<file path="config.mk">
export PLATFORM = sky130hd
export DESIGN_NAME = http_chunked_body_decoder_unit
export DESIGN_NICKNAME = d
export VERILOG_FILES = /design/src/hdl/chd_pkg.sv /design/src/hdl/http_chunked_body_decoder_unit.sv /design/src/hdl/chd_front.sv /design/src/hdl/chd_queue.sv /design/src/hdl/chd_back.sv
export SDC_FILE = /design/constraint.sdc
export NUM_CORES = 1
export LEC_CHECK = 0
export ABC_CLOCK_PERIOD_IN_PS = 10800
export BUFFER_PORTS_ARGS = -buffer_cell sky130_fd_sc_hd__buf_2
export CORE_MARGIN = 2
export CORE_UTILIZATION = 55
export DETAILED_ROUTE_END_ITERATION = 12
export PLACE_DENSITY = 0.76
export SYNTH_ARGS = -nofsm -noshare
export SYNTH_HDL_FRONTEND = slang
export SYNTH_HIERARCHICAL = 1
export SYNTH_SLANG_ARGS = --single-unit
</file>
<file path="constraint.sdc">
create_clock -name aclk -period 10.8 [get_ports aclk]
set_clock_uncertainty 0.2 [all_clocks]
set_input_delay 1.62 -clock aclk [delete_from_list [all_inputs] [get_ports aclk]]
set_output_delay 1.62 -clock aclk [all_outputs]
set_load 0.01 [all_outputs]
</file>
<file path="src/hdl/chd_pkg.sv">
// Shared constants and types for the chunked body decoder.
// Used by the parser front end, the result queue and the output stage.
package chd_pkg;

    localparam int SIZE_BITS = 24;     // chunk size width, 8..32
    localparam int DROP_W    = 24;     // width of the drop count field
    localparam int QDEPTH    = 2;      // result queue entries
    localparam int QPTR_W    = (QDEPTH > 1) ? $clog2(QDEPTH) : 1;
    localparam int QCNT_W    = $clog2(QDEPTH + 1);

    // One result item as it leaves the parser.
    typedef struct packed {
        logic [7:0]        payload_byte;
        logic              has_byte;
        logic              done_res;
        logic              truncated;
        logic [DROP_W-1:0] drop_count;
    } chd_item_t;

endpackage

</file>
<file path="src/hdl/http_chunked_body_decoder_unit.sv">
// Chunked transfer body decoder, top level.
// Depends on chd_pkg, chd_front, chd_queue and chd_back.
//
// Slave side takes one body byte per item on s_tdata, with s_tlast on the final
// byte of the body. Master side gives one item per decoded payload byte and one
// for the final body byte (m_tlast). On that final item m_tuser[1] flags a body
// that ended inside chunk data, and the upper tdata bits give how many of the
// payload bytes already sent (this one included) belong to the cut chunk.
// Size lines, the CR LF after them and the two bytes after each chunk make no
// item unless they are the final byte.
// Throughput: one byte per cycle sustained while s_tready is high; the parser
// updates its state once per byte. A result is written into the queue at the
// edge that takes its byte, then moved to the output register that drives the
// master side.
// When the receiver stalls, the two-entry queue and output register absorb
// results; s_tready drops once the queue is full, and then every byte waits,
// including those that make no item. Reset (aresetn low, synchronous) empties
// the queue, clears m_tvalid and returns the parser to the start of a size line;
// the parser also returns there after every final body byte.
module http_chunked_body_decoder_unit import chd_pkg::*; (
    input  logic              aclk,
    input  logic              aresetn,
    input  logic              s_tvalid,
    output logic              s_tready,
    input  logic [7:0]        s_tdata,    // [7:0] body_byte
    input  logic              s_tlast,    // end_of_body
    output logic              m_tvalid,
    input  logic              m_tready,
    output logic [DROP_W+7:0] m_tdata,    // [7:0] payload_byte, [31:8] drop_count
    output logic [1:0]        m_tuser,    // [0] has_byte, [1] truncated
    output logic              m_tlast     // done_res
);

    logic      q_full, q_empty, q_push, q_pop;
    chd_item_t q_in, q_head;

    chd_front u_front (
        .aclk     (aclk),
        .aresetn  (aresetn),
        .in_valid (s_tvalid),
        .in_byte  (s_tdata),
        .in_last  (s_tlast),
        .q_full   (q_full),
        .in_ready (s_tready),
        .q_push   (q_push),
        .q_item   (q_in)
    );

    chd_queue u_queue (
        .aclk      (aclk),
        .aresetn   (aresetn),
        .push      (q_push),
        .push_item (q_in),
        .pop       (q_pop),
        .full      (q_full),
        .empty     (q_empty),
        .head_item (q_head)
    );

    chd_back u_back (
        .aclk     (aclk),
        .aresetn  (aresetn),
        .q_empty  (q_empty),
        .q_head   (q_head),
        .q_pop    (q_pop),
        .m_tvalid (m_tvalid),
        .m_tready (m_tready),
        .m_tdata  (m_tdata),
        .m_tuser  (m_tuser),
        .m_tlast  (m_tlast)
    );

    // truncation is only ever reported on the final item
    a_trunc_last: assert property (@(posedge aclk) disable iff (!aresetn)
        m_tvalid && m_tuser[1] |-> m_tlast)
        else $error("truncated without end of body");

    // a drop count comes only with truncation
    a_drop_trunc: assert property (@(posedge aclk) disable iff (!aresetn)
        m_tvalid && !m_tuser[1] |-> m_tdata[DROP_W+7:8] == '0)
        else $error("drop count without truncation");

    // every item carries a byte or ends the body
    a_item_kind: assert property (@(posedge aclk) disable iff (!aresetn)
        m_tvalid |-> m_tuser[0] || m_tlast)
        else $error("empty result item");

    // a stalled result stays put
    a_hold: assert property (@(posedge aclk) disable iff (!aresetn)
        m_tvalid && !m_tready |=> m_tvalid && $stable(m_tdata) && $stable(m_tlast))
        else $error("output changed under stall");

endmodule

</file>
<file path="src/hdl/chd_front.sv">
// Parser front end: runs the chunk framing state machine, one byte per cycle
// unless the queue is full, and queues result items. Depends on chd_pkg.
module chd_front import chd_pkg::*; (
    input  logic       aclk,
    input  logic       aresetn,
    input  logic       in_valid,
    input  logic [7:0] in_byte,
    input  logic       in_last,
    input  logic       q_full,
    output logic       in_ready,
    output logic       q_push,
    output chd_item_t  q_item
);

    localparam logic [2:0] PH_LEAD   = 3'd0;
    localparam logic [2:0] PH_DIGITS = 3'd1;
    localparam logic [2:0] PH_REST   = 3'd2;
    localparam logic [2:0] PH_DATA   = 3'd3;
    localparam logic [2:0] PH_SKIP   = 3'd4;
    localparam logic [2:0] PH_DONE   = 3'd5;

    localparam logic [1:0] DS_NONE = 2'd0;
    localparam logic [1:0] DS_ZERO = 2'd1;
    localparam logic [1:0] DS_MORE = 2'd2;

    localparam logic [1:0] SKIP_COUNT = 2'd2;

    localparam logic [7:0] CH_CR    = 8'h0D;
    localparam logic [7:0] CH_LF    = 8'h0A;
    localparam logic [7:0] CH_PLUS  = 8'h2B;
    localparam logic [7:0] CH_MINUS = 8'h2D;
    localparam logic [7:0] CH_LX    = 8'h78;
    localparam logic [7:0] CH_UX    = 8'h58;

    typedef struct packed {
        logic [2:0]           phase;
        logic [SIZE_BITS-1:0] acc;
        logic [1:0]           dseen;
    } line_t;

    function automatic logic is_space(input logic [7:0] c);
        return (c == 8'h20) || (c >= 8'h09 && c <= 8'h0D);
    endfunction

    // 16 means "not a hex digit"
    function automatic logic [4:0] hex_val(input logic [7:0] c);
        logic [4:0] v;
        v = 5'd16;
        if (c >= 8'h30 && c <= 8'h39) v = 5'(c - 8'h30);
        else if (c >= 8'h61 && c <= 8'h66) v = 5'(c - 8'h57);
        else if (c >= 8'h41 && c <= 8'h46) v = 5'(c - 8'h37);
        return v;
    endfunction

    function automatic line_t line_char(input line_t st, input logic [7:0] c);
        line_t                r;
        logic [4:0]           v;
        logic [SIZE_BITS+3:0] nv;
        logic                 go;
        r  = st;
        go = 1'b1;
        v  = hex_val(c);
        nv = {st.acc, 4'h0} + (SIZE_BITS + 4)'(v[3:0]);
        if (st.phase == PH_LEAD) begin
            if (is_space(c)) begin
                go = 1'b0;
            end else if (c == CH_PLUS) begin
                r.phase = PH_DIGITS;
                go      = 1'b0;
            end else if (c == CH_MINUS) begin
                r.phase = PH_DONE;
                go      = 1'b0;
            end else begin
                r.phase = PH_DIGITS;
            end
        end
        if (go && r.phase == PH_DIGITS) begin
            if (!v[4]) begin
                if (nv[SIZE_BITS+3:SIZE_BITS] != 4'h0) begin
                    r.phase = PH_DONE;
                end else begin
                    r.acc   = nv[SIZE_BITS-1:0];
                    r.dseen = (st.dseen == DS_NONE && v == 5'd0) ? DS_ZERO : DS_MORE;
                end
            end else if ((c == CH_LX || c == CH_UX) && st.dseen == DS_ZERO) begin
                r.dseen = DS_MORE;
            end else begin
                r.phase = (st.dseen == DS_NONE) ? PH_DONE : PH_REST;
            end
        end
        return r;
    endfunction

    logic [2:0]           phase_reg, phase_next;
    logic [SIZE_BITS-1:0] acc_reg, acc_next;
    logic [SIZE_BITS-1:0] left_reg, left_next;
    logic                 pcr_reg, pcr_next;
    logic [1:0]           skip_reg, skip_next;
    logic [1:0]           dseen_reg, dseen_next;

    logic                 accept;
    logic                 has;
    logic                 trunc;
    logic [SIZE_BITS-1:0] consumed;
    line_t                ln;

    assign in_ready = !q_full;
    assign accept   = in_valid && in_ready;

    always_comb begin
        phase_next = phase_reg;
        acc_next   = acc_reg;
        left_next  = left_reg;
        pcr_next   = pcr_reg;
        skip_next  = skip_reg;
        dseen_next = dseen_reg;
        has        = 1'b0;
        trunc      = 1'b0;
        consumed   = '0;
        ln         = '{phase: phase_reg, acc: acc_reg, dseen: dseen_reg};

        if (phase_reg == PH_LEAD || phase_reg == PH_DIGITS || phase_reg == PH_REST) begin
            if (pcr_reg && in_byte == CH_LF) begin
                // CR LF closes the size line
                pcr_next = 1'b0;
                if (dseen_reg == DS_NONE || acc_reg == '0) begin
                    ln.phase = PH_DONE;
                end else begin
                    left_next = acc_reg;
                    ln.phase  = PH_DATA;
                end
            end else begin
                if (pcr_reg) ln = line_char(ln, CH_CR);  // lone CR is a line char
                pcr_next = 1'b0;
                if (ln.phase == PH_LEAD || ln.phase == PH_DIGITS || ln.phase == PH_REST) begin
                    if (in_byte == CH_CR) pcr_next = 1'b1;
                    else ln = line_char(ln, in_byte);
                end
            end
            phase_next = ln.phase;
            acc_next   = ln.acc;
            dseen_next = ln.dseen;
        end else if (phase_reg == PH_DATA) begin
            has = 1'b1;
            if (left_reg != '0) left_next = left_reg - 1'b1;
            if (left_next == '0) begin
                phase_next = PH_SKIP;
                skip_next  = SKIP_COUNT;
            end
        end else if (phase_reg == PH_SKIP) begin
            if (skip_reg > 2'd1) begin
                skip_next = skip_reg - 1'b1;
            end else begin
                skip_next  = '0;
                phase_next = PH_LEAD;
                acc_next   = '0;
                pcr_next   = 1'b0;
                dseen_next = DS_NONE;
            end
        end

        if (in_last) begin
            if (phase_next == PH_DATA && left_next != '0) begin
                trunc    = 1'b1;
                consumed = acc_next - left_next;
            end
            phase_next = PH_LEAD;
            acc_next   = '0;
            left_next  = '0;
            pcr_next   = 1'b0;
            skip_next  = '0;
            dseen_next = DS_NONE;
        end
    end

    assign q_push              = accept && (has || in_last);
    assign q_item.payload_byte = has ? in_byte : 8'h00;
    assign q_item.has_byte     = has;
    assign q_item.done_res     = in_last;
    assign q_item.truncated    = trunc;
    assign q_item.drop_count   = DROP_W'(consumed);

    always_ff @(posedge aclk) begin
        if (!aresetn) begin
            phase_reg <= PH_LEAD;
            acc_reg   <= '0;
            left_reg  <= '0;
            pcr_reg   <= 1'b0;
            skip_reg  <= '0;
            dseen_reg <= DS_NONE;
        end else if (accept) begin
            phase_reg <= phase_next;
            acc_reg   <= acc_next;
            left_reg  <= left_next;
            pcr_reg   <= pcr_next;
            skip_reg  <= skip_next;
            dseen_reg <= dseen_next;
        end
    end

endmodule

</file>
<file path="src/hdl/chd_queue.sv">
// Short result queue between the parser and the output stage.
// Depends on chd_pkg for the item type and depth.
module chd_queue import chd_pkg::*; (
    input  logic      aclk,
    input  logic      aresetn,
    input  logic      push,
    input  chd_item_t push_item,
    input  logic      pop,
    output logic      full,
    output logic      empty,
    output chd_item_t head_item
);

    chd_item_t           mem_reg [QDEPTH];
    logic [QPTR_W-1:0]   wptr_reg, rptr_reg;
    logic [QCNT_W-1:0]   count_reg;

    function automatic logic [QPTR_W-1:0] bump(input logic [QPTR_W-1:0] p);
        return (p == QPTR_W'(QDEPTH - 1)) ? '0 : p + 1'b1;
    endfunction

    assign full      = (count_reg == QCNT_W'(QDEPTH));
    assign empty     = (count_reg == '0);
    assign head_item = mem_reg[rptr_reg];

    always_ff @(posedge aclk) begin
        if (push) mem_reg[wptr_reg] <= push_item;
    end

    always_ff @(posedge aclk) begin
        if (!aresetn) begin
            wptr_reg  <= '0;
            rptr_reg  <= '0;
            count_reg <= '0;
        end else begin
            if (push) wptr_reg <= bump(wptr_reg);
            if (pop)  rptr_reg <= bump(rptr_reg);
            if (push && !pop)      count_reg <= count_reg + 1'b1;
            else if (pop && !push) count_reg <= count_reg - 1'b1;
        end
    end

endmodule

</file>
<file path="src/hdl/chd_back.sv">
// Output stage: pulls result items from the queue into the master-side register
// and packs them onto the stream. Depends on chd_pkg.
module chd_back import chd_pkg::*; (
    input  logic                  aclk,
    input  logic                  aresetn,
    input  logic                  q_empty,
    input  chd_item_t             q_head,
    output logic                  q_pop,
    output logic                  m_tvalid,
    input  logic                  m_tready,
    output logic [DROP_W+7:0]     m_tdata,
    output logic [1:0]            m_tuser,
    output logic                  m_tlast
);

    chd_item_t out_reg;
    logic      valid_reg;
    logic      load;

    assign load  = !valid_reg || m_tready;
    assign q_pop = load && !q_empty;

    always_ff @(posedge aclk) begin
        if (!aresetn) valid_reg <= 1'b0;
        else if (load) valid_reg <= !q_empty;
    end

    always_ff @(posedge aclk) begin
        if (q_pop) out_reg <= q_head;
    end

    assign m_tvalid = valid_reg;
    assign m_tdata  = {out_reg.drop_count, out_reg.payload_byte};
    assign m_tuser  = {out_reg.truncated, out_reg.has_byte};
    assign m_tlast  = out_reg.done_res;

endmodule
</file>
=== After elaboration in Yosys (flattened, before gate mapping) ===
Memory sizes are Yosys's and may differ from the RTL's. A register that Yosys moved wholly into a read port is not among the register bits.
Index checks and enable logic that the tools add are counted.
W data, S select, Z words.

* Register bits after elaboration: 61
* Latch bits: 0
* RAM bits: 70
* Memory bits (read-only): 0
* Input bits: 13
* Output and inout bits: 37
* Word-level logic and storage cells: 201
* Memories kept: 1

* Add/sub/neg operators: 11
* Multiply operators: 0
* Divide/modulo/power cells: 0
* $lt $le $gt $ge: 9
* Eq/ne operators: 23
* Shifts and indexed selects: 0
* Mux-type cells: 101
* Bitwise gates (word level): 0
* Reduce and logical (&&, ||, !) cells: 46

{| class="wikitable"
|+ Memories
! name !! words !! width !! read ports !! clocked after Yosys merged registers in !! write ports !! line !! RTL
|-
| u_queue.mem_reg || 2 || 35 || 1 || 1 || 1 || chd_queue.sv:14 || <nowiki>chd_item_t mem_reg [QDEPTH];</nowiki>
|}

{| class="wikitable"
|+ Operators with widths
! operator !! number
|-
| $mux W24 || 16
|-
| $mux W29 || 6
|-
| $mux W3 || 25
|-
| $mux W26 || 2
|-
| $logic_not A24 Y1 || 2
|-
| $reduce_bool A24 Y1 || 2
|-
| $mux W5 || 7
|-
| $mux W2 || 16
|-
| $add A28 B4 Y28 || 1
|-
| $mux W1 || 28
|-
| $eq A8 B6 Y1 const B || 3
|-
| $sub A24 B1 Y24 const B || 1
|-
| $sub A24 B24 Y24 || 1
|-
| $eq A8 B4 Y1 const B || 2
|-
| $eq A8 B7 Y1 const B || 2
|-
| $ge A8 B7 Y1 const B || 2
|-
| $le A8 B7 Y1 const B || 2
|-
| $logic_and A1 B1 Y1 || 15
|-
| $sub A5 B5 Y5 const B || 3
|-
| $eq A3 B1 Y1 const B || 4
|-
| $eq A3 B2 Y1 const B || 4
|-
| $logic_or A1 B1 Y1 || 9
|-
| $ge A8 B4 Y1 const B || 1
|-
| $ge A8 B6 Y1 const B || 1
|-
| 22 further kinds || 35
|}

=== Longest topological paths before layout ===
Gate-level depths: netlist of run 1.

* Depth after elaboration: 30
* Gate-level depth with buffers: 21
* Depth with buffers taken out: 20

=== Modules after synthesis ===
Netlist of run 1, hierarchy kept.

{| class="wikitable"
|+ Modules (own cells, without submodules)
! module !! times used !! cells each !! area each (um2) !! seq. area each (um2)
|-
| chd_front || 1 || 789 || 5489.0 || 1121.1
|-
| chd_queue || 1 || 131 || 2742.6 || 2202.1
|-
| chd_back || 1 || 39 || 1094.8 || 1071.0
|}

=== Least setup slack after synthesis of run 1 ===
No wires, ideal clock.

* Path kind: input -> register
* Start point: in s_tdata[0]
* End point: mem u_queue/mem_reg[0][22] in the netlist's numbering (data pin)
* Library setup time: 0.269 ns
* Arrival: 6.081 ns
* Path slack: 4.250 ns
* Stages on the path: 21
* Buffers on the path: 2
* Cell sequence: inv_1 -> ha_1 -> o21bai_1 -> a2111oi_1 -> a21oi_1 -> nand2b_1 -> or2_2 -> clkbuf_1 -> clkbuf_1 -> a31oi_1 -> ha_1 -> fa_1 -> nor2b_1 -> o21ai_0 -> a21boi_0 -> o41ai_1 -> o21a_1 -> nor3_1 -> o41ai_1 -> or3_1 -> a31oi_1

{| class="wikitable"
|+ RTL lines
! element !! line !! RTL
|-
| start: declaration || http_chunked_body_decoder_unit.sv:25 || <nowiki>input logic [7:0] s_tdata,</nowiki>
|-
| end: declaration || chd_queue.sv:14 ||
|}

==> results of run 1 <==
==> cell type report <==
class	count	area (um^2)
Fill cell	1377	6360
Inverter	22	82.6
Multi-Input combinational cell	708	4570
Timing Repair Buffer	55	290
Sequential cell	167	4390
Clock inverter	15	191
Tap cell	220	275
Clock buffer	17	425
==> routing by layer <==
layer | global-route usage | up-vias | share of wire
met2 | 0.410 | 326 | 0.46
met5 | 0 | - | 0
met3 | 0.0529 | 50 | 0.070
met4 | 0.0947 | 0 | 0.020
met1 | 0.370 | 3646 | 0.45
li1 | - | 3574 | -
==> worst min-delay path by stage <==
stage,start,endpoint,slack (ns)
after global placement,u_queue/count_reg[1],u_queue/count_reg[1],0.29
after detailed placement,u_back/m_tvalid,u_back/m_tvalid,0.31
after CTS,u_front/dseen_reg[0],u_front/dseen_reg[0],0.32
after global routing,u_back/m_tvalid,u_back/m_tvalid,0.35
final,u_front/dseen_reg[0],u_front/dseen_reg[0],0.32
after floorplan,u_front/dseen_reg[0],u_front/dseen_reg[0],0.26
==> critical path, stage by stage <==
cell and delay [ns]:
sky130_fd_sc_hd__buf_2 0.14, sky130_fd_sc_hd__inv_1 0.11, sky130_fd_sc_hd__ha_1 0.27, sky130_fd_sc_hd__o21bai_1 0.10, sky130_fd_sc_hd__a2111oi_1 0.98, sky130_fd_sc_hd__a21oi_1 0.18
sky130_fd_sc_hd__nand2b_1 0.24, sky130_fd_sc_hd__or2_2 0.52, sky130_fd_sc_hd__nand3_1 0.16, sky130_fd_sc_hd__o21ai_0 0.11, sky130_fd_sc_hd__ha_1 0.36, sky130_fd_sc_hd__nor2b_1 0.15
sky130_fd_sc_hd__o21ai_0 0.23, sky130_fd_sc_hd__a21boi_0 0.19, sky130_fd_sc_hd__o41ai_1 0.55, sky130_fd_sc_hd__o21a_1 0.23, sky130_fd_sc_hd__nor3_1 0.08, sky130_fd_sc_hd__o41ai_1 0.59
sky130_fd_sc_hd__nand3_1 0.17, sky130_fd_sc_hd__a31oi_1 0.25
==> cells in the final DEF, fill, tap and decap left out, types with 4 or more instances in the layout <==
| cell type | Yosys | final |
|---|---|---|
| sky130_fd_sc_hd__or2_2 | 5 | 5 |
| sky130_fd_sc_hd__o21ai_0 | 62 | 62 |
| sky130_fd_sc_hd__clkbuf_16 | 0 | 17 |
| sky130_fd_sc_hd__nor4_1 | 12 | 12 |
| sky130_fd_sc_hd__buf_4 | 7 | 6 |
| sky130_fd_sc_hd__nand2_1 | 94 | 94 |
| sky130_fd_sc_hd__a22o_1 | 20 | 20 |
| sky130_fd_sc_hd__a31oi_1 | 8 | 8 |
| sky130_fd_sc_hd__mux2i_1 | 4 | 4 |
| sky130_fd_sc_hd__nand4_1 | 8 | 8 |
| sky130_fd_sc_hd__or4_1 | 8 | 8 |
| sky130_fd_sc_hd__and2_1 | 37 | 37 |
| sky130_fd_sc_hd__or3_1 | 19 | 19 |
| sky130_fd_sc_hd__o22ai_1 | 10 | 10 |
| sky130_fd_sc_hd__mux2_2 | 35 | 35 |
| sky130_fd_sc_hd__nand2b_1 | 9 | 9 |
| sky130_fd_sc_hd__xnor2_1 | 9 | 9 |
| sky130_fd_sc_hd__buf_2 | 12 | 49 |
| sky130_fd_sc_hd__a22oi_1 | 8 | 8 |
| sky130_fd_sc_hd__a21oi_1 | 48 | 48 |
| sky130_fd_sc_hd__o31ai_1 | 5 | 5 |
| sky130_fd_sc_hd__ha_1 | 30 | 30 |
| sky130_fd_sc_hd__nor2b_1 | 17 | 15 |
| sky130_fd_sc_hd__nor2_1 | 70 | 70 |
| sky130_fd_sc_hd__inv_1 | 21 | 21 |
| sky130_fd_sc_hd__edfxtp_1 | 105 | 105 |
| sky130_fd_sc_hd__nand3_1 | 43 | 43 |
| sky130_fd_sc_hd__xor2_1 | 16 | 16 |
| sky130_fd_sc_hd__clkinv_8 | 0 | 6 |
| sky130_fd_sc_hd__o221ai_1 | 11 | 11 |
| sky130_fd_sc_hd__nor3_1 | 31 | 31 |
| sky130_fd_sc_hd__a21o_1 | 16 | 16 |
| sky130_fd_sc_hd__dfxtp_1 | 62 | 62 |
| sky130_fd_sc_hd__and3_1 | 4 | 4 |
| sky130_fd_sc_hd__a211oi_1 | 6 | 6 |
| sky130_fd_sc_hd__nor4_2 | 4 | 4 |
| sky130_fd_sc_hd__o21a_1 | 7 | 7 |
==> cells by family after synthesis <==
family,after synthesis
AO/OA/AOI/OAI,233
AND/OR/NAND/NOR,380
buffers and inverters,84
XOR/XNOR,25
multiplexers,39
adder cells (fa/ha/maj),31
flip-flops,167
==> stage by stage <==
stage,hold WS [ns],utilization,cells
after floorplan,0.263,-,959
after global placement,0.293,0.580,1172
after detailed placement,0.310,0.580,1172
after CTS,0.321,0.617,1204
after global routing,0.346,0.617,1204
final,0.318,0.617,1204
==> synth_stat cells, types with 3 or more instances <==
library cell and n:
sky130_fd_sc_hd__or2_2 5, sky130_fd_sc_hd__buf_2 12, sky130_fd_sc_hd__edfxtp_1 105, sky130_fd_sc_hd__o22ai_1 10, sky130_fd_sc_hd__o41ai_1 3, sky130_fd_sc_hd__buf_6 3, sky130_fd_sc_hd__buf_1 3, sky130_fd_sc_hd__or4_1 8
sky130_fd_sc_hd__o31ai_1 5, sky130_fd_sc_hd__nand3_1 43, sky130_fd_sc_hd__nor2_1 70, sky130_fd_sc_hd__and3_1 4, sky130_fd_sc_hd__a22oi_1 8, sky130_fd_sc_hd__or3_1 19, sky130_fd_sc_hd__clkbuf_1 37, sky130_fd_sc_hd__a22o_1 20
sky130_fd_sc_hd__o21a_1 7, sky130_fd_sc_hd__o21ai_0 62, sky130_fd_sc_hd__a211oi_1 6, sky130_fd_sc_hd__xnor2_1 9, sky130_fd_sc_hd__and2_1 37, sky130_fd_sc_hd__nand2_1 94, sky130_fd_sc_hd__a31oi_1 8, sky130_fd_sc_hd__o221ai_1 11
sky130_fd_sc_hd__ha_1 30, sky130_fd_sc_hd__nor4_1 12, sky130_fd_sc_hd__nor4_2 4, sky130_fd_sc_hd__o211ai_1 3, sky130_fd_sc_hd__nand4_1 8, sky130_fd_sc_hd__dfxtp_1 62, sky130_fd_sc_hd__a21boi_0 3, sky130_fd_sc_hd__mux2_2 35
sky130_fd_sc_hd__mux2i_1 4, sky130_fd_sc_hd__a21o_1 16, sky130_fd_sc_hd__buf_4 7, sky130_fd_sc_hd__nor2b_1 17, sky130_fd_sc_hd__xor2_1 16, sky130_fd_sc_hd__nor3_1 31, sky130_fd_sc_hd__nand2b_1 9, sky130_fd_sc_hd__a21oi_1 48
sky130_fd_sc_hd__inv_1 21
==> power by group <==
part           switching (W)  internal [W]  leakage (nW)
Combinational       0.000209      0.000134          2.06
Sequential         0.0000305      0.000781          1.48
Clock               0.000302      0.000316         0.298
==> summary.md, run 1 <==
| Metric | Value |
|---|---|
| RSZ-0062 raised after global routing | false |
| Final-stage net count | about 1k |
| Crit path capture type | register |
| Number of pins exceeding their max-slew limit in the final report | 0 |
| Total number of placement rows | 47 |
| Share of flip-flops with an asynchronous set or reset | 0 |
| Via density per instance | about 6.3 |
| Source of the worst register-to-register timing path | u_front/acc_reg[20] |
| Launching element of the worst setup path | s_tdata[0] |
| Number of H-tree branching levels | 4 |
| Root buffer cell | sky130_fd_sc_hd__clkbuf_16 |
| Number of flip-flops under the largest register name | 70 |
| Reg-to-reg endpoint | u_queue/mem_reg[0][22] |
| Last element of the critical path | u_queue/mem_reg[0][22] |
| Critical setup path kind | input port to register |
| Post-place setup slack | around 3.4 ns |
| Power density over cell area | between 150 and 200 mW/mm^2 |
| Average size of a mapped cell | around 9.7 um^2 |
| Number of gates resized after cts | 0 |
| Max Root-Sink Buffers | 2 |
| Setup fix buffers added after clock tree synthesis | 0 |
| Height of the chip | approximately 130 um |
| Cell area after layout | roughly 0.01 mm^2 |
| Number of cells on the worst reg-to-reg path | 17 |
| Number of global-route vias before repair | roughly 7k |
| Final worst path period need | approximately 7.2 ns |
| Highest ir drop seen on vdd | 0.000173 V |
| Final total power | approximately 0.0018 W |
| Final count of negative-setup-slack endpoints | 0 |
| Actual transition at the worst max-transition pin | between 1 and 1.5 ns |
| Critical path required time | 10.85 ns |
| Final GP Congestion | ~0.95 |
| Fmax achieved | 139 MHz |
| Global-route wire length before repair | 37.1 mm |
| Total overflow reported by the global router | 0 |
| DRT Wirelength | between 20 and 25 mm |
| First-pass iteration count of the detailed router | 5 |
| P&R area growth vs syn | 9.66% |
| Number of inserted diodes | 0 |
| Register bit total from synthesis | ~170 |
| Adder-Cell Fraction of Synth Area | 0.0424 |
| Layout cell share with drive strength beyond 1 | 0.144 |
| Clock tree from TritonCTS | built |
| Total negative slack for setup checks | 0 ns |
| CORE AREA | 0.0166 mm^2 |
| Synthesized net count | 1,003 |
| Synthesized netlist cell count | ~960 |
| Total global routing track utilization | 0.265 |
| Max-cap violation count | 0 |
| Normalized max-slew margin | 0.246 |
| Post-detailed-placement cell area | around 0.0096 mm^2 |
| Io pins | 50 |
| Cell type with the highest aggregate area in the netlist | sky130_fd_sc_hd__edfxtp_1 |
| Run status | finished clean |
| Initial standard-cell utilization of the core | 0.562 |
| Pin count of the biggest net entering global routing | between 40 and 50 |
| Post-route antenna net violation count | 0 |
| Synth area leaders | sky130_fd_sc_hd__edfxtp_1 (34%), sky130_fd_sc_hd__dfxtp_1 (13%), sky130_fd_sc_hd__mux2_2 (4.2%) |
| Initial antenna violation count | 0 |
| Leak | ~3.8 nW |
| Multiplexer share of the synthesized area | 0.0466 |
| Fraction of the yosys area taken by sequential cells | 0.471 |
| Crit path max fanout | 26 |
| Post-DP HPWL | about 16 mm |
| HP Class | register to register |
| Area fraction in compound gates after synthesis | 0.166 |
| Number of hold-slack violations in the final timing report | 0 |
| Simple-gate area share of the yosys netlist | 0.210 |
| DRC violation count after routing | 0 |
| Hold_buf cts | 0 |
| Clock sink count | roughly 170 |
| PortBufs | 49 |
| Worst-path clk slew | ~0.080 ns |
| Primary FF master, synth | sky130_fd_sc_hd__edfxtp_1 |
| Area fraction of the dominant cell type after synthesis | 0.338 |
| Hold Path Depth | 2 |
| Worst setup margin | around 3.6 ns |
| DR vias | roughly 7.6k |
| Main combinational cell family by area after synthesis | simple AND/OR/NAND/NOR gates |
| Arrival time worst endpoint | 7.23 ns |
| FF-to-FF setup slack | ~4.8 ns |
| Clk Latency, worst-skew pair | 0.44 ns |
| Num CTS Buffers | 17 |
| XOR/XNOR share of the synthesized area | 0.0235 |
| Average detailed-routed wire length per instance | slightly below 20 um |
| EDFF count, synth | between 100 and 150 |
| Drt first-iter violations | between 800 and 900 |
| Synth cell types | 74 |
| Number of warnings reported in the yosys synthesis log | 6 |
| Horiz. Die Dim | approximately 130 um |
| Worst setup SP type | input port |
| Final worst path period share | 0.665 |
| Area of the die | ~0.018 mm^2 |
| Post-Synthesis Cell Area | roughly 0.0093 mm^2 |
Note: power is estimated with default switching activity, not from simulation.
==> run 2: changes to the inputs <==
--- a/config.mk
+++ b/config.mk
@@ -5,12 +5,12 @@
 export SDC_FILE = /design/constraint.sdc
 export NUM_CORES = 1
 export LEC_CHECK = 0
-export ABC_CLOCK_PERIOD_IN_PS = 10800
+export ABC_CLOCK_PERIOD_IN_PS = 6100
 export BUFFER_PORTS_ARGS = -buffer_cell sky130_fd_sc_hd__buf_2
 export CORE_MARGIN = 2
 export CORE_UTILIZATION = 55
 export DETAILED_ROUTE_END_ITERATION = 12
-export PLACE_DENSITY = 0.76
+export PLACE_DENSITY = 0.79
 export SYNTH_ARGS = -nofsm -noshare
 export SYNTH_HDL_FRONTEND = slang
 export SYNTH_HIERARCHICAL = 1
==> constraint.sdc (replaced) <==
create_clock -name aclk -period 6.1 [get_ports aclk]
set_clock_uncertainty 0.2 [all_clocks]
set_input_delay 0.915 -clock aclk [delete_from_list [all_inputs] [get_ports aclk]]
set_output_delay 0.915 -clock aclk [all_outputs]
set_load 0.01 [all_outputs]
==> summary.md, run 2 (same netlist as run 1, synthesis figures left out) <==
| Metric | Value |
|---|---|
| Run status | finished clean |
| Most frequent cells in the layout | sky130_fd_sc_hd__edfxtp_1 (105), sky130_fd_sc_hd__nand2_1 (94), sky130_fd_sc_hd__nor2_1 (70) |
| Initial standard-cell utilization of the core | 0.562 (unchanged) |
| Io pins | 50 (unchanged) |
| RSZ-0062 raised after global routing | false |
| Actual transition at the worst max-transition pin | 1.11 ns (-0.0224 ns) |
| Met1 Wirelength | 10.3 mm (-1.8%) |
| Via density per instance | 6.20 (-1.8%) |
| Max Root-Sink Buffers | 2 (unchanged) |
| FF-to-FF setup slack | 0.69 ns (-4.08 ns) |
| Post-route antenna net violation count | 0 (unchanged) |
| Max stage delay cell, worst path | sky130_fd_sc_hd__a311oi_2 |
| Number of pins exceeding their max-slew limit in the final report | 0 (unchanged) |
| Root buffer cell | sky130_fd_sc_hd__clkbuf_16 |
| Average detailed-routed wire length per instance | 19.1 um (-1.3%) |
| HP Class | register to register |
| Crit path max fanout | 7 (-73%) |
| Most common cell after layout, fill and taps aside | sky130_fd_sc_hd__edfxtp_1 |
| Total number of placement rows | 47 (unchanged) |
| Leak | 3.91 nW (+1.8%) |
| Arrival time worst endpoint | 5.71 ns (-1.52 ns) |
| Number of global-route vias before repair | 6,854 (-2.4%) |
| Critical setup path kind | input port to register |
| PortBufs | 49 (unchanged) |
| Hold_buf cts | 0 (unchanged) |
| Height of the chip | 134 um (unchanged) |
| Cell Count Post-Placement | 1,184 (+1.0%) |
| Total global routing track utilization | 0.265 (+0.000325) |
| Gate family responsible for the most delay along the worst path | compound AO/OA/AOI/OAI gates |
| DR vias | 7,535 (-0.80%) |
| First-pass iteration count of the detailed router | 6 (+1) |
| Final GP Congestion | 0.943 (-1.2%) |
| Clock tree from TritonCTS | built |
| P&R area growth vs syn | 10.9% |
| Clk Latency, worst-skew pair | 0.44 ns (about the same) |
| Area of the die | 0.0180 mm^2 (unchanged) |
| Worst Hold Margin | 0.314 ns (-0.00392 ns) |
| Total overflow reported by the global router | 0 (unchanged) |
| Number of flip-flops under the largest register name | 70 (unchanged) |
| Initial antenna violation count | 0 (unchanged) |
| Max-cap violation count | 0 (unchanged) |
| Worst setup SP type | input port |
| Number of hold-slack violations in the final timing report | 0 (unchanged) |
| Fmax achieved | around 180 MHz |
| CORE AREA | 0.0166 mm^2 (unchanged) |
| Normalized max-slew margin | 0.259 (+0.0134) |
| Detailed route wirelength on metal2 | 10.5 mm (-1.4%) |
| Number of inserted diodes | 0 (unchanged) |
| Pin count of the biggest net entering global routing | 46 (unchanged) |
| Global-route wire length before repair | 37.3 mm (+0.47%) |
| Final-stage net count | 1,027 (+1.2%) |
| Total negative slack for setup checks | 0 ns (unchanged) |
| Clock sink count | 167 (unchanged) |
| Number of gates resized after cts | 0 (unchanged) |
| Number of H-tree branching levels | 4 (unchanged) |
| Crit-path cells | buf_2 -> inv_1 -> ha_1 -> nor3b_1 -> a311oi_2 -> a21oi_1 -> nand2b_1 -> or2_2 -> nor2_1 -> a31oi_1 -> ha_1 -> fa_1 -> nor2b_1 -> o21ai_0 -> a21boi_0 -> o41ai_1 -> o21a_1 -> nor3_1 -> o41ai_1 -> buf_4 -> or3_1 -> a31oi_1 |
| Fillcell total | 1,317 (-4.4%) |
| Worst-path clk slew | 0.08 ns (about the same) |
| Final count of negative-setup-slack endpoints | 0 (unchanged) |
| Num CTS Buffers | 17 (unchanged) |
| Drt first-iter violations | 937 (+15%) |
| Critical path required time | 6.15 ns (-4.70 ns) |
| Setup fix buffers added after clock tree synthesis | 0 (unchanged) |
| Highest layer used for signal routing | met4 |
| Layout cell share with drive strength beyond 1 | 0.156 (+0.0113) |
| Horiz. Die Dim | 134 um (unchanged) |
| Total length of routed met3 wires | 1.92 mm (+18%) |
| DRC violation count after routing | 0 (unchanged) |
| Highest ir drop seen on vdd | 0.000375 V (+120%) |
| Finished Core Util | 0.624 (+0.00702) |
| Count of placed standard cells in the final layout, fillers left out | 1,216 (+1.0%) |
| Highest cell delay on the worst timing path | 0.44 ns (-0.54 ns) |
| WP buf/inv | 3 (+1) |
| Post-DP HPWL | 15.8 mm (-1.7%) |
| Final worst path period need | about 5.7 ns |
| Crit path capture type | register |
| Power density over cell area | 310 mW/mm^2 (+79%) |
| DRT Wirelength | 23.2 mm (-0.29%) |
| Final worst path period share | 0.929 |
## run 2: path summary, 6_finish.rpt
kind | startpoint | endpoint | depth (start not counted)
setup reg to reg | u_front/acc_reg[20] | u_queue/mem_reg[0][21] | 18
hold reg to reg | u_queue/count_reg[1] | u_queue/count_reg[1] | 2
hold / removal | u_queue/count_reg[1] | u_queue/count_reg[1] | 2
setup / recovery | s_tdata[0] | u_queue/mem_reg[0][22] | 22
## run 2: layout make-up
type | instances | area (um^2) | area share
Timing Repair Buffer | 67 | 380 | 0.0368
Multi-Input combinational cell | 708 | 4570 | 0.442
Tap cell | 220 | 275 | 0.0266
Clock inverter | 15 | 213 | 0.0206
Clock buffer | 17 | 425 | 0.0411
Sequential cell | 167 | 4390 | 0.425
Inverter | 22 | 82.6 | 0.00798
## run 2: metal layers
layer / track usage / up-vias
li1: - / 3604
met4: 0.0848 / 0
met1: 0.386 / 3532
met3: 0.0559 / 41
met5: 0 / -
met2: 0.396 / 358
## run 2: per-stage QoR
| stage | area [um^2] | total power, W | setup WS [ns] |
|---|---|---|---|
| detailed placement | 9700 | 0.00208 | 0.0477 |
| floorplan | 9330 | 0.00189 | 0.255 |
| finish | 10300 | 0.00320 | 0.434 |
| global placement | 9700 | 0.00206 | 0.197 |
| global route | 10300 | 0.00333 | 0.0321 |
| CTS | 10300 | 0.00322 | 0.435 |
## run 2: power breakdown
part	internal (W)	switching [W]
clock network	0.000605	0.000537
registers	0.00138	0.0000551
logic	0.000245	0.000379
total	0.00223	0.000971
## run 2: worst register-to-register path, cell delays in order (launching register included)
cell and delay (ns):
sky130_fd_sc_hd__dfxtp_1 0.36, sky130_fd_sc_hd__nor4_1 0.60, sky130_fd_sc_hd__nand4_1 0.25, sky130_fd_sc_hd__o21ai_1 0.37
sky130_fd_sc_hd__or2_1 0.17, sky130_fd_sc_hd__buf_4 0.26, sky130_fd_sc_hd__o22ai_1 0.11, sky130_fd_sc_hd__a21oi_1 0.37
sky130_fd_sc_hd__inv_1 0.09, sky130_fd_sc_hd__ha_1 0.28, sky130_fd_sc_hd__nor2b_1 0.14, sky130_fd_sc_hd__o31ai_1 0.42
sky130_fd_sc_hd__a21oi_1 0.23, sky130_fd_sc_hd__a21oi_1 0.19, sky130_fd_sc_hd__o21ai_0 0.16, sky130_fd_sc_hd__or4_1 0.47
sky130_fd_sc_hd__a31oi_1 0.23, sky130_fd_sc_hd__xor2_1 0.17, sky130_fd_sc_hd__nor2_1 0.07
